**src/design/mrq_pkg.sv**
```systemverilog
// Shared types, constants and ring-index helpers for the multilevel ring queue.
// Used by the controller, the datapath and the top level; no dependencies.
package mrq_pkg;

  localparam int DEPTH  = 16;
  localparam int LEVELS = 4;

  localparam int PTR_W  = $clog2(DEPTH);
  localparam int LVL_W  = (LEVELS > 1) ? $clog2(LEVELS) : 1;
  localparam int ADDR_W = $clog2(LEVELS * DEPTH);
  localparam int TOT_W  = $clog2(LEVELS * (DEPTH - 1) + 1);
  localparam int FILL_W = PTR_W + 1;

  localparam logic [1:0] ST_ADDED     = 2'd0;
  localparam logic [1:0] ST_REMOVED   = 2'd1;
  localparam logic [1:0] ST_NOT_FOUND = 2'd2;
  localparam logic [1:0] ST_FULL      = 2'd3;

  localparam logic REQ_APPEND = 1'b0;
  localparam logic REQ_REMOVE = 1'b1;

  typedef struct packed {
    logic       req_type;
    logic [3:0] proc_id;
    logic [1:0] proc_priority;
    logic       cpu_event;
  } in_req_t;

  typedef struct packed {
    logic [1:0] status;
    logic [1:0] level_used;
    logic [3:0] level_count;
    logic [5:0] total_count;
  } out_rsp_t;

  typedef enum logic [4:0] {
    S_IDLE   = 5'b00001,
    S_APPEND = 5'b00010,
    S_SEARCH = 5'b00100,
    S_SHIFT  = 5'b01000,
    S_FINISH = 5'b10000
  } state_t;

  typedef struct packed {
    logic load;
    logic append;
    logic search;
    logic shift;
    logic emit;
  } ctrl_cmd_t;

  typedef struct packed {
    logic new_remove;
    logic search_hit;
    logic search_miss;
    logic shift_done;
    logic out_free;
  } dp_stat_t;

  function automatic logic [PTR_W-1:0] ptr_next(input logic [PTR_W-1:0] p);
    logic [PTR_W-1:0] r;
    if (p == PTR_W'(DEPTH - 1)) r = '0;
    else                        r = p + PTR_W'(1);
    return r;
  endfunction

  function automatic logic [PTR_W-1:0] ptr_prev(input logic [PTR_W-1:0] p);
    logic [PTR_W-1:0] r;
    if (p == '0) r = PTR_W'(DEPTH - 1);
    else         r = p - PTR_W'(1);
    return r;
  endfunction

  // Priority reduced modulo LEVELS; the value is at most 3, so three steps do.
  function automatic logic [LVL_W-1:0] level_of(input logic [1:0] prio);
    logic [2:0] v;
    v = {1'b0, prio};
    for (int k = 0; k < 3; k++) begin
      if (v >= 3'(LEVELS)) v = v - 3'(LEVELS);
    end
    return LVL_W'(v);
  endfunction

endpackage

```
**src/design/mrq_ram.sv**
```systemverilog
// Generic single-write, single-read RAM with registered read data.
// No dependencies.
module mrq_ram #(
  parameter int WIDTH = 4,
  parameter int WORDS = 64
) (
  input  logic                     clk,
  input  logic                     we,
  input  logic [$clog2(WORDS)-1:0] waddr,
  input  logic [WIDTH-1:0]         wdata,
  input  logic [$clog2(WORDS)-1:0] raddr,
  output logic [WIDTH-1:0]         rdata
);

  logic [WIDTH-1:0] mem [WORDS];

  always_ff @(posedge clk) begin
    if (we) begin
      mem[waddr] <= wdata;
    end
    rdata <= mem[raddr];
  end

endmodule

```
**src/design/mrq_ctrl.sv**
```systemverilog
// Request sequencer: append, search, shift and result hand-off.
// Depends on mrq_pkg; drives commands into mrq_dp and reads its status.
module mrq_ctrl (
  input  logic              clk,
  input  logic              rst_n,
  input  logic              in_valid,
  output logic              in_stall,
  input  mrq_pkg::dp_stat_t stat,
  output mrq_pkg::ctrl_cmd_t cmd
);
  import mrq_pkg::*;

  state_t state_r, state_nxt;

  always_comb begin
    state_nxt = state_r;
    case (state_r)
      S_IDLE: begin
        if (in_valid) state_nxt = stat.new_remove ? S_SEARCH : S_APPEND;
      end
      S_APPEND: state_nxt = S_FINISH;
      S_SEARCH: begin
        if (stat.search_hit)       state_nxt = S_SHIFT;
        else if (stat.search_miss) state_nxt = S_FINISH;
      end
      S_SHIFT: begin
        if (stat.shift_done) state_nxt = S_FINISH;
      end
      S_FINISH: begin
        if (stat.out_free) state_nxt = S_IDLE;
      end
      default: state_nxt = S_IDLE;
    endcase
  end

  always_ff @(posedge clk) begin
    if (!rst_n) begin
      state_r <= S_IDLE;
    end else begin
      state_r <= state_nxt;
    end
  end

  assign in_stall   = (state_r != S_IDLE);
  assign cmd.load   = (state_r == S_IDLE) && in_valid;
  assign cmd.append = (state_r == S_APPEND);
  assign cmd.search = (state_r == S_SEARCH);
  assign cmd.shift  = (state_r == S_SHIFT);
  assign cmd.emit   = (state_r == S_FINISH) && stat.out_free;

endmodule

```
**src/design/mrq_dp.sv**
```systemverilog
// Datapath: slot RAM, per-level head/tail indexes, total count, result register.
// Depends on mrq_pkg and mrq_ram; steered by mrq_ctrl commands.
module mrq_dp (
  input  logic               clk,
  input  logic               rst_n,
  input  mrq_pkg::in_req_t   in_data,
  input  mrq_pkg::ctrl_cmd_t cmd,
  output mrq_pkg::dp_stat_t  stat,
  output logic               out_valid,
  input  logic               out_stall,
  output mrq_pkg::out_rsp_t  out_data
);
  import mrq_pkg::*;

  logic [PTR_W-1:0]  head_r [LEVELS];
  logic [PTR_W-1:0]  tail_r [LEVELS];
  logic [TOT_W-1:0]  total_r;

  logic [3:0]        id_r;
  logic [LVL_W-1:0]  lvl_r;
  logic [1:0]        status_r;

  logic [PTR_W-1:0]  ptr_r;
  logic [PTR_W-1:0]  cmp_ptr_r;
  logic              cmp_vld_r;
  logic [PTR_W-1:0]  wr_ptr_r;
  logic              wr_vld_r;

  logic              out_valid_r;
  out_rsp_t          out_data_r;

  logic [PTR_W-1:0]  lvl_head, lvl_tail, rd_ptr;
  logic [ADDR_W-1:0] raddr, waddr;
  logic [3:0]        rdata, wdata;
  logic              we, full;
  logic [FILL_W-1:0] fill;
  logic [LVL_W-1:0]  new_lvl;

  function automatic logic [ADDR_W-1:0] slot_addr(input logic [LVL_W-1:0] lv,
                                                  input logic [PTR_W-1:0] p);
    return ADDR_W'(lv) * ADDR_W'(DEPTH) + ADDR_W'(p);
  endfunction

  always_comb begin
    lvl_head = head_r[lvl_r];
    lvl_tail = tail_r[lvl_r];
    full     = (ptr_next(lvl_tail) == lvl_head);
    new_lvl  = in_data.cpu_event ? level_of(in_data.proc_priority) : '0;

    rd_ptr = cmd.shift ? ptr_prev(ptr_r) : ptr_r;
    raddr  = slot_addr(lvl_r, rd_ptr);

    we    = (cmd.append && !full) || (cmd.shift && wr_vld_r);
    waddr = cmd.append ? slot_addr(lvl_r, lvl_tail) : slot_addr(lvl_r, wr_ptr_r);
    wdata = cmd.append ? id_r : rdata;

    if (lvl_tail >= lvl_head) fill = {1'b0, lvl_tail} - {1'b0, lvl_head};
    else fill = {1'b0, lvl_tail} + FILL_W'(DEPTH) - {1'b0, lvl_head};

    stat.new_remove  = (in_data.req_type == REQ_REMOVE);
    stat.search_hit  = cmd.search && cmp_vld_r && (rdata == id_r);
    stat.search_miss = cmd.search && !cmp_vld_r && (ptr_r == lvl_tail);
    stat.shift_done  = cmd.shift && (ptr_r == lvl_head) && !wr_vld_r;
    stat.out_free    = !out_valid_r || !out_stall;
  end

  mrq_ram #(
    .WIDTH (4),
    .WORDS (LEVELS * DEPTH)
  ) u_slots (
    .clk   (clk),
    .we    (we),
    .waddr (waddr),
    .wdata (wdata),
    .raddr (raddr),
    .rdata (rdata)
  );

  // Request capture and search/shift walk.
  always_ff @(posedge clk) begin
    if (!rst_n) begin
      cmp_vld_r <= 1'b0;
      wr_vld_r  <= 1'b0;
    end else if (cmd.load) begin
      id_r      <= in_data.proc_id;
      lvl_r     <= new_lvl;
      ptr_r     <= head_r[new_lvl];
      cmp_vld_r <= 1'b0;
      wr_vld_r  <= 1'b0;
    end else if (cmd.search) begin
      if (stat.search_hit) begin
        // restart the walk at the matching slot, moving toward the head
        ptr_r    <= cmp_ptr_r;
        wr_vld_r <= 1'b0;
      end else if (!stat.search_miss) begin
        cmp_ptr_r <= ptr_r;
        cmp_vld_r <= (ptr_r != lvl_tail);
        if (ptr_r != lvl_tail) ptr_r <= ptr_next(ptr_r);
      end
    end else if (cmd.shift && !stat.shift_done) begin
      // read prev slot now, write it one slot up next cycle
      wr_ptr_r <= ptr_r;
      wr_vld_r <= (ptr_r != lvl_head);
      if (ptr_r != lvl_head) ptr_r <= ptr_prev(ptr_r);
    end
  end

  // Queue indexes, totals and request status.
  always_ff @(posedge clk) begin
    if (!rst_n) begin
      for (int k = 0; k < LEVELS; k++) begin
        head_r[k] <= '0;
        tail_r[k] <= '0;
      end
      total_r <= '0;
    end else begin
      if (cmd.append) begin
        if (full) begin
          status_r <= ST_FULL;
        end else begin
          tail_r[lvl_r] <= ptr_next(lvl_tail);
          total_r       <= total_r + TOT_W'(1);
          status_r      <= ST_ADDED;
        end
      end
      if (stat.search_miss) status_r <= ST_NOT_FOUND;
      if (stat.shift_done) begin
        head_r[lvl_r] <= ptr_next(lvl_head);
        if (total_r != '0) total_r <= total_r - TOT_W'(1);
        status_r <= ST_REMOVED;
      end
    end
  end

  // Result register: hold until taken.
  always_ff @(posedge clk) begin
    if (!rst_n) begin
      out_valid_r <= 1'b0;
    end else if (cmd.emit) begin
      out_valid_r <= 1'b1;
    end else if (out_valid_r && !out_stall) begin
      out_valid_r <= 1'b0;
    end
  end

  always_ff @(posedge clk) begin
    if (cmd.emit) begin
      out_data_r.status      <= status_r;
      out_data_r.level_used  <= 2'(lvl_r);
      out_data_r.level_count <= 4'(fill);
      out_data_r.total_count <= 6'(total_r);
    end
  end

  assign out_valid = out_valid_r;
  assign out_data  = out_data_r;

endmodule

```
**src/design/multilevel_ring_queue_remove_by_id.sv**
```systemverilog
// Multilevel ring queue with append and remove-by-id, one request at a time.
// An append passes through the append and finish states. A remove walks the addressed
// level in the search state and, on a hit, the shift state, one slot per cycle through
// the slot RAM's read and write ports, and then goes to the finish state.
// Throughput: one request in flight; the next is taken only once the result is registered for output.
// Reset (rst_n low, synchronous) empties every level and clears the total count.
module multilevel_ring_queue_remove_by_id (
  input  logic              clk,
  input  logic              rst_n,
  input  logic              in_valid,
  output logic              in_stall,
  input  mrq_pkg::in_req_t  in_data,
  output logic              out_valid,
  input  logic              out_stall,
  output mrq_pkg::out_rsp_t out_data
);
  import mrq_pkg::*;

  ctrl_cmd_t cmd;
  dp_stat_t  stat;

  mrq_ctrl u_ctrl (
    .clk      (clk),
    .rst_n    (rst_n),
    .in_valid (in_valid),
    .in_stall (in_stall),
    .stat     (stat),
    .cmd      (cmd)
  );

  mrq_dp u_dp (
    .clk       (clk),
    .rst_n     (rst_n),
    .in_data   (in_data),
    .cmd       (cmd),
    .stat      (stat),
    .out_valid (out_valid),
    .out_stall (out_stall),
    .out_data  (out_data)
  );

endmodule
```
**config.mk**
```make
export PLATFORM = sky130hd
export DESIGN_NAME = multilevel_ring_queue_remove_by_id
export DESIGN_NICKNAME = d
export VERILOG_FILES = /design/src/design/mrq_pkg.sv /design/src/design/mrq_ram.sv /design/src/design/mrq_ctrl.sv /design/src/design/mrq_dp.sv /design/src/design/multilevel_ring_queue_remove_by_id.sv
export SDC_FILE = /design/constraint.sdc
export NUM_CORES = 1
export LEC_CHECK = 0
export ABC_AREA = 1
export BUFFER_PORTS_ARGS = -buffer_cell sky130_fd_sc_hd__buf_2
export CAP_MARGIN = 20
export CORE_UTILIZATION = 65
export CTS_BUF_LIST = sky130_fd_sc_hd__clkbuf_2
export DETAILED_ROUTE_END_ITERATION = 10
export PLACE_DENSITY = 0.93
export SYNTH_ARGS = -nofsm -noshare
export SYNTH_HDL_FRONTEND = slang
export SYNTH_SLANG_ARGS = --single-unit
```
**constraint.sdc**
```tcl
create_clock -name clk -period 5.8 [get_ports clk]
set_input_delay 0.29 -clock clk [delete_from_list [all_inputs] [get_ports clk]]
set_output_delay 0.29 -clock clk [all_outputs]
set_load 0.01 [all_outputs]
```
==> results by group, run 1 <==
GRT
  – First-pass GRT wire length: 63,780 um
  – Initial antenna violation count: 1
  – Vias in the first global route: 12,540
  – GRT overflow: 0
  – Total track usage: 0.3205
  – Largest net degree at the start of global routing: 81

Routing
  – Routed vias: 12,970
  – First-iteration detailed-routing DRC count: 2,293
  – Drt pass-1 iters: 9
  – DR vias/cell: 6.118
  – # DRC: 0
  – DR WL/cell: 19.25 um
  – Wirelength, routed: 40,790 um
  – Routed Antenna Nets: 0

Cells and area
  – Most common cell after layout, fill and taps aside: nand2_1
  – Share of layout cells above drive strength 1: 0.1366
  – Fill cells: 1,498
  – Area grow syn2layout: 7.969%
  – Post-layout nets: 1,755
  – Commonest non-fill, non-tap cells in the layout: nand2_1 (400), edfxtp_1 (322), nand3_1 (251)

Setup path
  – Worst Setup Path Type: register to register
  – Critical path capture point type: register
  – R2R cell count: 15
  – Reg-to-reg slack, setup: 2.24 ns
  – CP Cell Sequence: inv_1 -> ha_1 -> nand2_1 -> o21ai_4 -> buf_4 -> inv_2 -> buf_16 -> nand3_1 -> nand3_1 -> nand3_1 -> nand2_1 -> nand2_1 -> nand2_1 -> inv_1 -> nand2_1
  – Crit path top cell by count: nand2_1
  – Req. time, crit path: 6.59 ns
  – Crit path arrival time: 4.36 ns
  – Crit-path max cell delay: 0.63 ns
  – Worst setup path startpoint: u_dp.ptr_r[0]$_DFFE_PP_
  – CP max FO: 65
  – Slowest-stage cell, CP: buf_4
  – Startpoint types: register
  – R2R Path Start: u_dp.ptr_r[0]$_DFFE_PP_

Timing
  – Minimum clock period: 3.565 ns
  – Slew Limit Fails: 0
  – Rel. slew slack: 0.3078
  – Skew final: 0.1256 ns
  – Unrepaired setup endpoints after global routing: false
  – F_max: 280.5 MHz
  – Final setup viols: 0
  – Crit share post-route: 0.6146
  – Slew @ Worst Pin: 1.035 ns
  – Setup TNS: 0 ns
  – WHS: 0.1056 ns
  – Final Hold Fails: 0

Hold path
  – Hold crit path type: input pin to register
  – Hold Path Depth: 2
  – Min-delay src: in_data[6]

Job
  – Max Cap Violations: 0

Clocking
  – Postcts setup bufs: 0
  – Clock-pin slew on the worst setup and hold paths: 0.12 ns
  – TritonCTS Buffers: 83
  – Skew-Pair Late Insertion Delay: 0.95 ns
  – Max H-tree Level: 3
  – CTS tree: yes
  – Clock buffer depth: 3
  – Clock net sink count: 342
  – Clock root buffer: clkbuf_2

Die
  – Die Footprint: 25,830 um2
  – Site Rows: 57
  – # IOs: 28
  – Die height: 160.7 um
  – CORE AREA: 24,530 um2
  – Starting Density: 0.6675
  – Die W: 160.7 um

Power
  – Pwr dens: 309.5 nW/um2
  – Max VDD drop: 0.2585 mV
  – Power, Total: 5.473 mW
  – P_leak: 7.407 nW

Place
  – IO buf count: 27
  – HPWL after detailed placement: 24,690 um
  – RD Place Congestion: 0.9614

Yosys
  – Post-synth EDFFs: 322
  – Async SR Flop Fraction: 0
  – Syn_area_per_cell: 9.895 um2
  – Synth Register Bits: 342
  – Syn_nets: 1,679
  – Synth unique cells: 45
  – Syn. warnings: 0
  – Top FF cell, synth: edfxtp_1
  – Post-synthesis cell count: 1,655
  – Synthesized area: 16,380 um2
  – Sequential-to-total area share from yosys stat: 0.6149

Run status
  – Status: complete, no violations
[worst max-delay path, delay by kind of cell, from the launching register on]
family / cells / cell delay, ns
simple gates: 8 / 0.72
flops: 1 / 0.55
fa+ha+maj: 1 / 0.36
buf+inv: 5 / 1.71
compound gates: 1 / 0.08
[state kept, by name (all words and copies together), names as in the netlist, named ones only]
register	count
u_ctrl.state_r	5
u_dp.out_data	14
u_dp.head_r	16
u_dp.out_valid	1
u_dp.ptr_r	4
u_dp.wr_ptr_r	4
u_dp.cmp_ptr_r	4
u_dp.id_r	4
u_dp.status_r	2
u_dp.total_r	6
u_dp.tail_r	16
u_dp.lvl_r	2
u_dp.u_slots.rdata	4
u_dp.u_slots.mem	256
u_dp.wr_vld_r	1
u_dp.cmp_vld_r	1
[routing by layer]
| layer | up-vias | share of wire | global-route usage |
|---|---|---|---|
| met5 | - | 0 | 0 |
| met4 | 0 | 0.041 | 0.1677 |
| met3 | 198 | 0.14 | 0.08006 |
| met2 | 1122 | 0.48 | 0.5136 |
| met1 | 5942 | 0.34 | 0.4056 |
| li1 | 5703 | - | - |
[metrics by stage]
step	utilization	instance area, um2	worst slack, ns	instances
2_1_floorplan	-	16380	1.622	1655
3_3_place_gp	0.6818	16730	2.392	1955
3_5_place_dp	0.6818	16730	2.276	1955
4_1_cts	0.7184	17620	2.263	2116
5_1_grt	0.7207	17680	1.969	2119
6_report	0.7207	17680	2.235	2119
[path summary, 6_finish.rpt]
path | to
hold / removal | u_dp.id_r[3]$_DFFE_PP_
setup / recovery | u_dp.u_slots.rdata[3]$_DFF_P_
setup reg to reg | u_dp.u_slots.rdata[3]$_DFF_P_
hold reg to reg | u_dp.out_data[13]$_DFFE_PP_
[cell type report]
type	count	area [um2]	share of cell area
repair buffers	55	417.9	0.02363
diodes	1	2.502	0.0001415
clock inverters	27	161.4	0.009128
multi-input cells	1003	5091	0.2879
flip-flops and latches	342	10070	0.5695
clock buffers	121	605.6	0.03425
inverters	246	928.4	0.05250
well taps	324	405.4	0.02293
[logic make-up after synthesis]
family,Yosys count,synth area share
and+or+nand+nor,912,0.2666
DFF,342,0.6149
buffers and inverters,310,0.07709
AOI/OAI and AO/OA,59,0.02116
xor gates and xnor gates,20,0.01070
adders and majority gates,12,0.009626
[cell usage after synthesis, types with 6 or more instances]
library cell  instances  share of area
a21oi_1              14         0.0043
buf_2                27         0.0083
buf_4                 7         0.0032
clkbuf_1             23         0.0053
dfxtp_1              20          0.024
edfxtp_1            322           0.59
ha_1                 11         0.0084
inv_1               230          0.053
inv_2                12         0.0028
nand2_1             406          0.093
nand2_2              10         0.0038
nand3_1             251          0.077
nand3_4               6         0.0064
nand3b_1             65          0.030
nand4_1              11         0.0042
nor2_1              123          0.028
nor2_2                6         0.0023
nor3_1                8         0.0024
o21ai_0              27         0.0083
xor2_1               15         0.0080
[report_power, final]
part / internal [mW] / total, mW / switching, mW
logic: 0.243 / 0.955 / 0.713
registers: 2.88 / 2.92 / 0.0448
clock network: 0.616 / 1.59 / 0.978
total: 3.74 / 5.47 / 1.74
[what timing repair did]
item / CTS / global route
setup endpoints to repair: 0 / 0
gates resized for setup: 0 / 0
hold buffers: 13 / 0
endpoints found under the hold margin: 51 / 0
No activity file was read; power rests on OpenSTA's default activity.
==> run 2, diff against run 1 <==
Settings changed: ABC_AREA 1 to 0.
Clock period 5.8 ns to 3.6 ns, I/O delays scaled along.
==> results by group, run 2 <==
Hold path
  – Min-delay src: in_data[1]
  – Hold Path Depth: 5 (+3)
  – Hold crit path type: input pin to register
  – Hold worst-path end: u_dp.ptr_r[3]$_DFFE_PP_

Yosys
  – Post-synth EDFFs: 322 (unchanged)
  – Synth Register Bits: 342 (unchanged)
  – Synth Area in Compound Gates: 0.07968 (+0.05852)
  – Synth area leader: edfxtp_1
  – Syn_nets: 1,180 (-30%)
  – Most frequent cell after synthesis: edfxtp_1
  – Largest family of logic cells by synthesized area: simple AND/OR/NAND/NOR gates
  – Post-synth top area share: 0.6489 (+0.05845)
  – Async SR Flop Fraction: 0 (unchanged)
  – Adder-Cell Fraction of Synth Area: 0.01058 (+0.0009529)
  – Syn. warnings: 0 (unchanged)
  – Synth top cells by count: edfxtp_1 (322), nand2_1 (187), nor2_1 (133)
  – Sequential-to-total area share from yosys stat: 0.6757 (+0.06087)
  – Post-synthesis cell count: 1,156 (-30%)
  – Syn_area_per_cell: 12.89 um2 (+30%)
  – Post-synthesis mux area share: 0.05416 (+0.05416)
  – Synth unique cells: 80 (+78%)
  – Top cells by area, synth: edfxtp_1 (65%), nand2_1 (4.7%), nor2_1 (3.4%)
  – Post-Synth Simple-Gate Area: 0.1395 (-0.1270)
  – Synth Area in XOR/XNOR: 0.01511 (+0.004417)
  – Top FF cell, synth: edfxtp_1
  – Synthesized area: 14,900 um2 (-9.0%)

Cells and area
  – Fill cells: 1,374 (-8.3%)
  – Commonest non-fill, non-tap cells in the layout: edfxtp_1 (322), nand2_1 (180), clkbuf_2 (123)
  – Share of layout cells above drive strength 1: 0.2226 (+0.08607)
  – Top reg by flops: u_dp.u_slots.mem
  – Largest register FFs: 256 (unchanged)
  – Area grow syn2layout: 12.54%
  – Fin util: 0.7430 (+0.02223)
  – Post-layout nets: 1,315 (-25%)
  – Most common cell after layout, fill and taps aside: edfxtp_1
  – Biggest regs: u_dp.u_slots.mem (256), u_dp.head_r (16), u_dp.tail_r (16)

GRT
  – GR Layer Usage met1: 0.4039 (-0.001687)
  – Largest net degree at the start of global routing: 65 (-20%)
  – Grt peak-use layer: met2
  – Vias in the first global route: 10,870 (-13%)
  – Met3 GRT Util: 0.09186 (+0.01180)
  – First-pass GRT wire length: 59,220 um (-7.2%)
  – Total track usage: 0.3398 (+0.01927)
  – Met2 GRT Util: 0.5499 (+0.03632)
  – GRT overflow: 0 (unchanged)
  – Initial antenna violation count: 1 (unchanged)

Timing
  – Minimum clock period: 3.571 ns (+0.006334 ns)
  – Crit share post-route: 0.9919 (+0.3773)
  – Final Hold Fails: 0 (unchanged)
  – Unrepaired setup endpoints after global routing: false
  – Final worst slack: 0.02916 ns (-2.206 ns)
  – WHS: 0.004728 ns (-0.1009 ns)
  – Slew Limit Fails: 0 (unchanged)
  – Final setup viols: 0 (unchanged)
  – Skew final: 0.1228 ns (-0.002787 ns)
  – F_max: 280.0 MHz (-0.18%)
  – Slew @ Worst Pin: 0.9276 ns (-0.1069 ns)
  – Setup TNS: 0 ns (unchanged)
  – Rel. slew slack: 0.3639 (+0.05612)

Die
  – Site Rows: 55 (-3.5%)
  – CORE AREA: 22,570 um2 (-8.0%)
  – Starting Density: 0.6602 (-0.007334)
  – # IOs: 28 (unchanged)
  – Die height: 153.4 um (-4.6%)
  – Die Footprint: 23,530 um2 (-8.9%)
  – Die W: 153.4 um (-4.6%)

Run status
  – Status: complete, no violations

Setup path
  – Startpoint types: register
  – Worst setup path startpoint: u_dp.ptr_r[1]$_DFFE_PP_
  – CP top delay family: simple AND/OR/NAND/NOR gates
  – Worst Setup Path Type: register to register
  – Reg-to-reg slack, setup: 0.03 ns (-2.21 ns)
  – CP Cell Sequence: inv_1 -> ha_1 -> or3b_2 -> nand4_1 -> nand2_4 -> a211oi_1 -> a31oi_1 -> o2111ai_1 -> nand3_1 -> or3_1
  – Req. time, crit path: 4.31 ns (-2.28 ns)
  – Slowest-stage cell, CP: or3b_2
  – Crit-path max cell delay: 0.47 ns (-0.16 ns)
  – R2R cell count: 10 (-5)
  – CP max FO: 27 (-58%)
  – Reg-to-reg endpoint: u_dp.u_slots.rdata[0]$_DFF_P_
  – Buf/Inv on CP: 1 (-4)
  – R2R Path Start: u_dp.ptr_r[1]$_DFFE_PP_
  – Critical path capture point type: register
  – Crit path arrival time: 4.28 ns (-0.08 ns)

Place
  – HPWL after detailed placement: 25,190 um (+2.0%)
  – IO buf count: 27 (unchanged)
  – Setup Slack @ Placement: -0.05469 ns (-2.331 ns)
  – RD Place Congestion: 0.9737 (+1.3%)

Routing
  – # DRC: 0 (unchanged)
  – DR WL/cell: 24.15 um (+25%)
  – DR vias/cell: 6.667 (+9.0%)
  – First-iteration detailed-routing DRC count: 1,821 (-21%)
  – Routed Antenna Nets: 0 (unchanged)
  – Wirelength, routed: 39,560 um (-3.0%)
  – Routed vias: 10,920 (-16%)
  – Drt pass-1 iters: 8 (-1)

Power
  – P_leak: 6.034 nW (-19%)
  – Max VDD drop: 0.4461 mV (+73%)
  – Pwr dens: 608.3 nW/um2 (+97%)
  – Power, Total: 10.20 mW (+86%)

Clocking
  – Clock net sink count: 342 (unchanged)
  – Clock root buffer: clkbuf_2
  – CTS tree: yes
  – Clock-pin slew on the worst setup and hold paths: 0.11 ns (about the same)
  – Clock buffer depth: 3 (unchanged)
  – TritonCTS Buffers: 83 (unchanged)
  – Max H-tree Level: 3 (unchanged)
  – Skew-Pair Late Insertion Delay: 0.95 ns (about the same)

Job
  – Max Cap Violations: 0 (unchanged)
==> run 2: changes by cell type after synthesis, moves of 48 or more <==
cell / before / now
inv_1: 230 / 27
nand2_1: 406 / 187
mux2i_1: 0 / 48
nand3b_1: 65 / 4
nand3_1: 251 / 48
==> run 2: timing repair <==
| action | CTS | global route |
|---|---|---|
| pin swaps | 0 | 0 |
| hold endpoints to repair | 91 | 0 |
| setup buffers | 0 | 0 |
| hold buffers | 18 | 0 |
| resized for setup | 1 | 31 |
| setup endpoints to repair | 31 | 138 |
==> run 2: logic make-up (layout without fill, tap and decap cells) <==
family / after synthesis / after routing
XOR/XNOR: 24 / 24
adder cells (fa/ha/maj): 12 / 12
other: 0 / 1
AND/OR/NAND/NOR: 464 / 464
flip-flops: 342 / 342
AO/OA/AOI/OAI: 162 / 162
buffers and inverters: 86 / 282
multiplexers: 66 / 66
==> run 2: layer usage <==
metal	vias to the layer above	wire [um]
li1	4658	-
met1	5070	13070
met2	962	18850
met3	231	5135
met4	0	2506
met5	-	0
==> run 2: report_power, final <==
group          leakage [nW]  internal (mW)  switching (mW)
logic                  2.31          0.773            1.69
clock network         0.608           1.15            1.57
registers              3.12           4.92          0.0991
==> run 2: per-stage QoR <==
step	instances	cell area, um2
2_1_floorplan	1156	14900
3_3_place_gp	1473	15680
3_5_place_dp	1473	15680
4_1_cts	1637	16680
5_1_grt	1638	16770
6_report	1638	16770
==> run 2: layout make-up <==
class / count / area, um2 / area share
diodes: 1 / 2.502 / 0.0001492
clock inverters: 23 / 201.4 / 0.01201
well taps: 285 / 356.6 / 0.02126
flip-flops and latches: 342 / 10070 / 0.6005
clock buffers: 123 / 615.6 / 0.03671
repair buffers: 108 / 838.3 / 0.04999
inverters: 28 / 105.1 / 0.006267
multi-input cells: 728 / 4579 / 0.2731
==> run 2: worst register-to-register path: cells and delay by family, from the launching register on <==
kind            cells  cell delay (ns)
simple gates        5             1.70
compound gates      3             0.92
flops               1             0.43
fa+ha+maj           1             0.21
buf+inv             1             0.18
==> run 2: worst max path at each step <==
stage / to / slack (ns) / cells after the start
floorplan: u_dp.u_slots.mem[11][0]$_DFFE_PP_ / 0.55 / 9
global placement: u_dp.u_slots.mem[6][3]$_DFFE_PP_ / 0.05 / 9
detailed placement: u_dp.u_slots.mem[46][3]$_DFFE_PP_ / -0.05 / 9
CTS: u_dp.u_slots.mem[46][1]$_DFFE_PP_ / -0.04 / 9
global route: u_dp.u_slots.rdata[0]$_DFF_P_ / 0.02 / 10
finish: u_dp.u_slots.rdata[0]$_DFF_P_ / 0.03 / 10
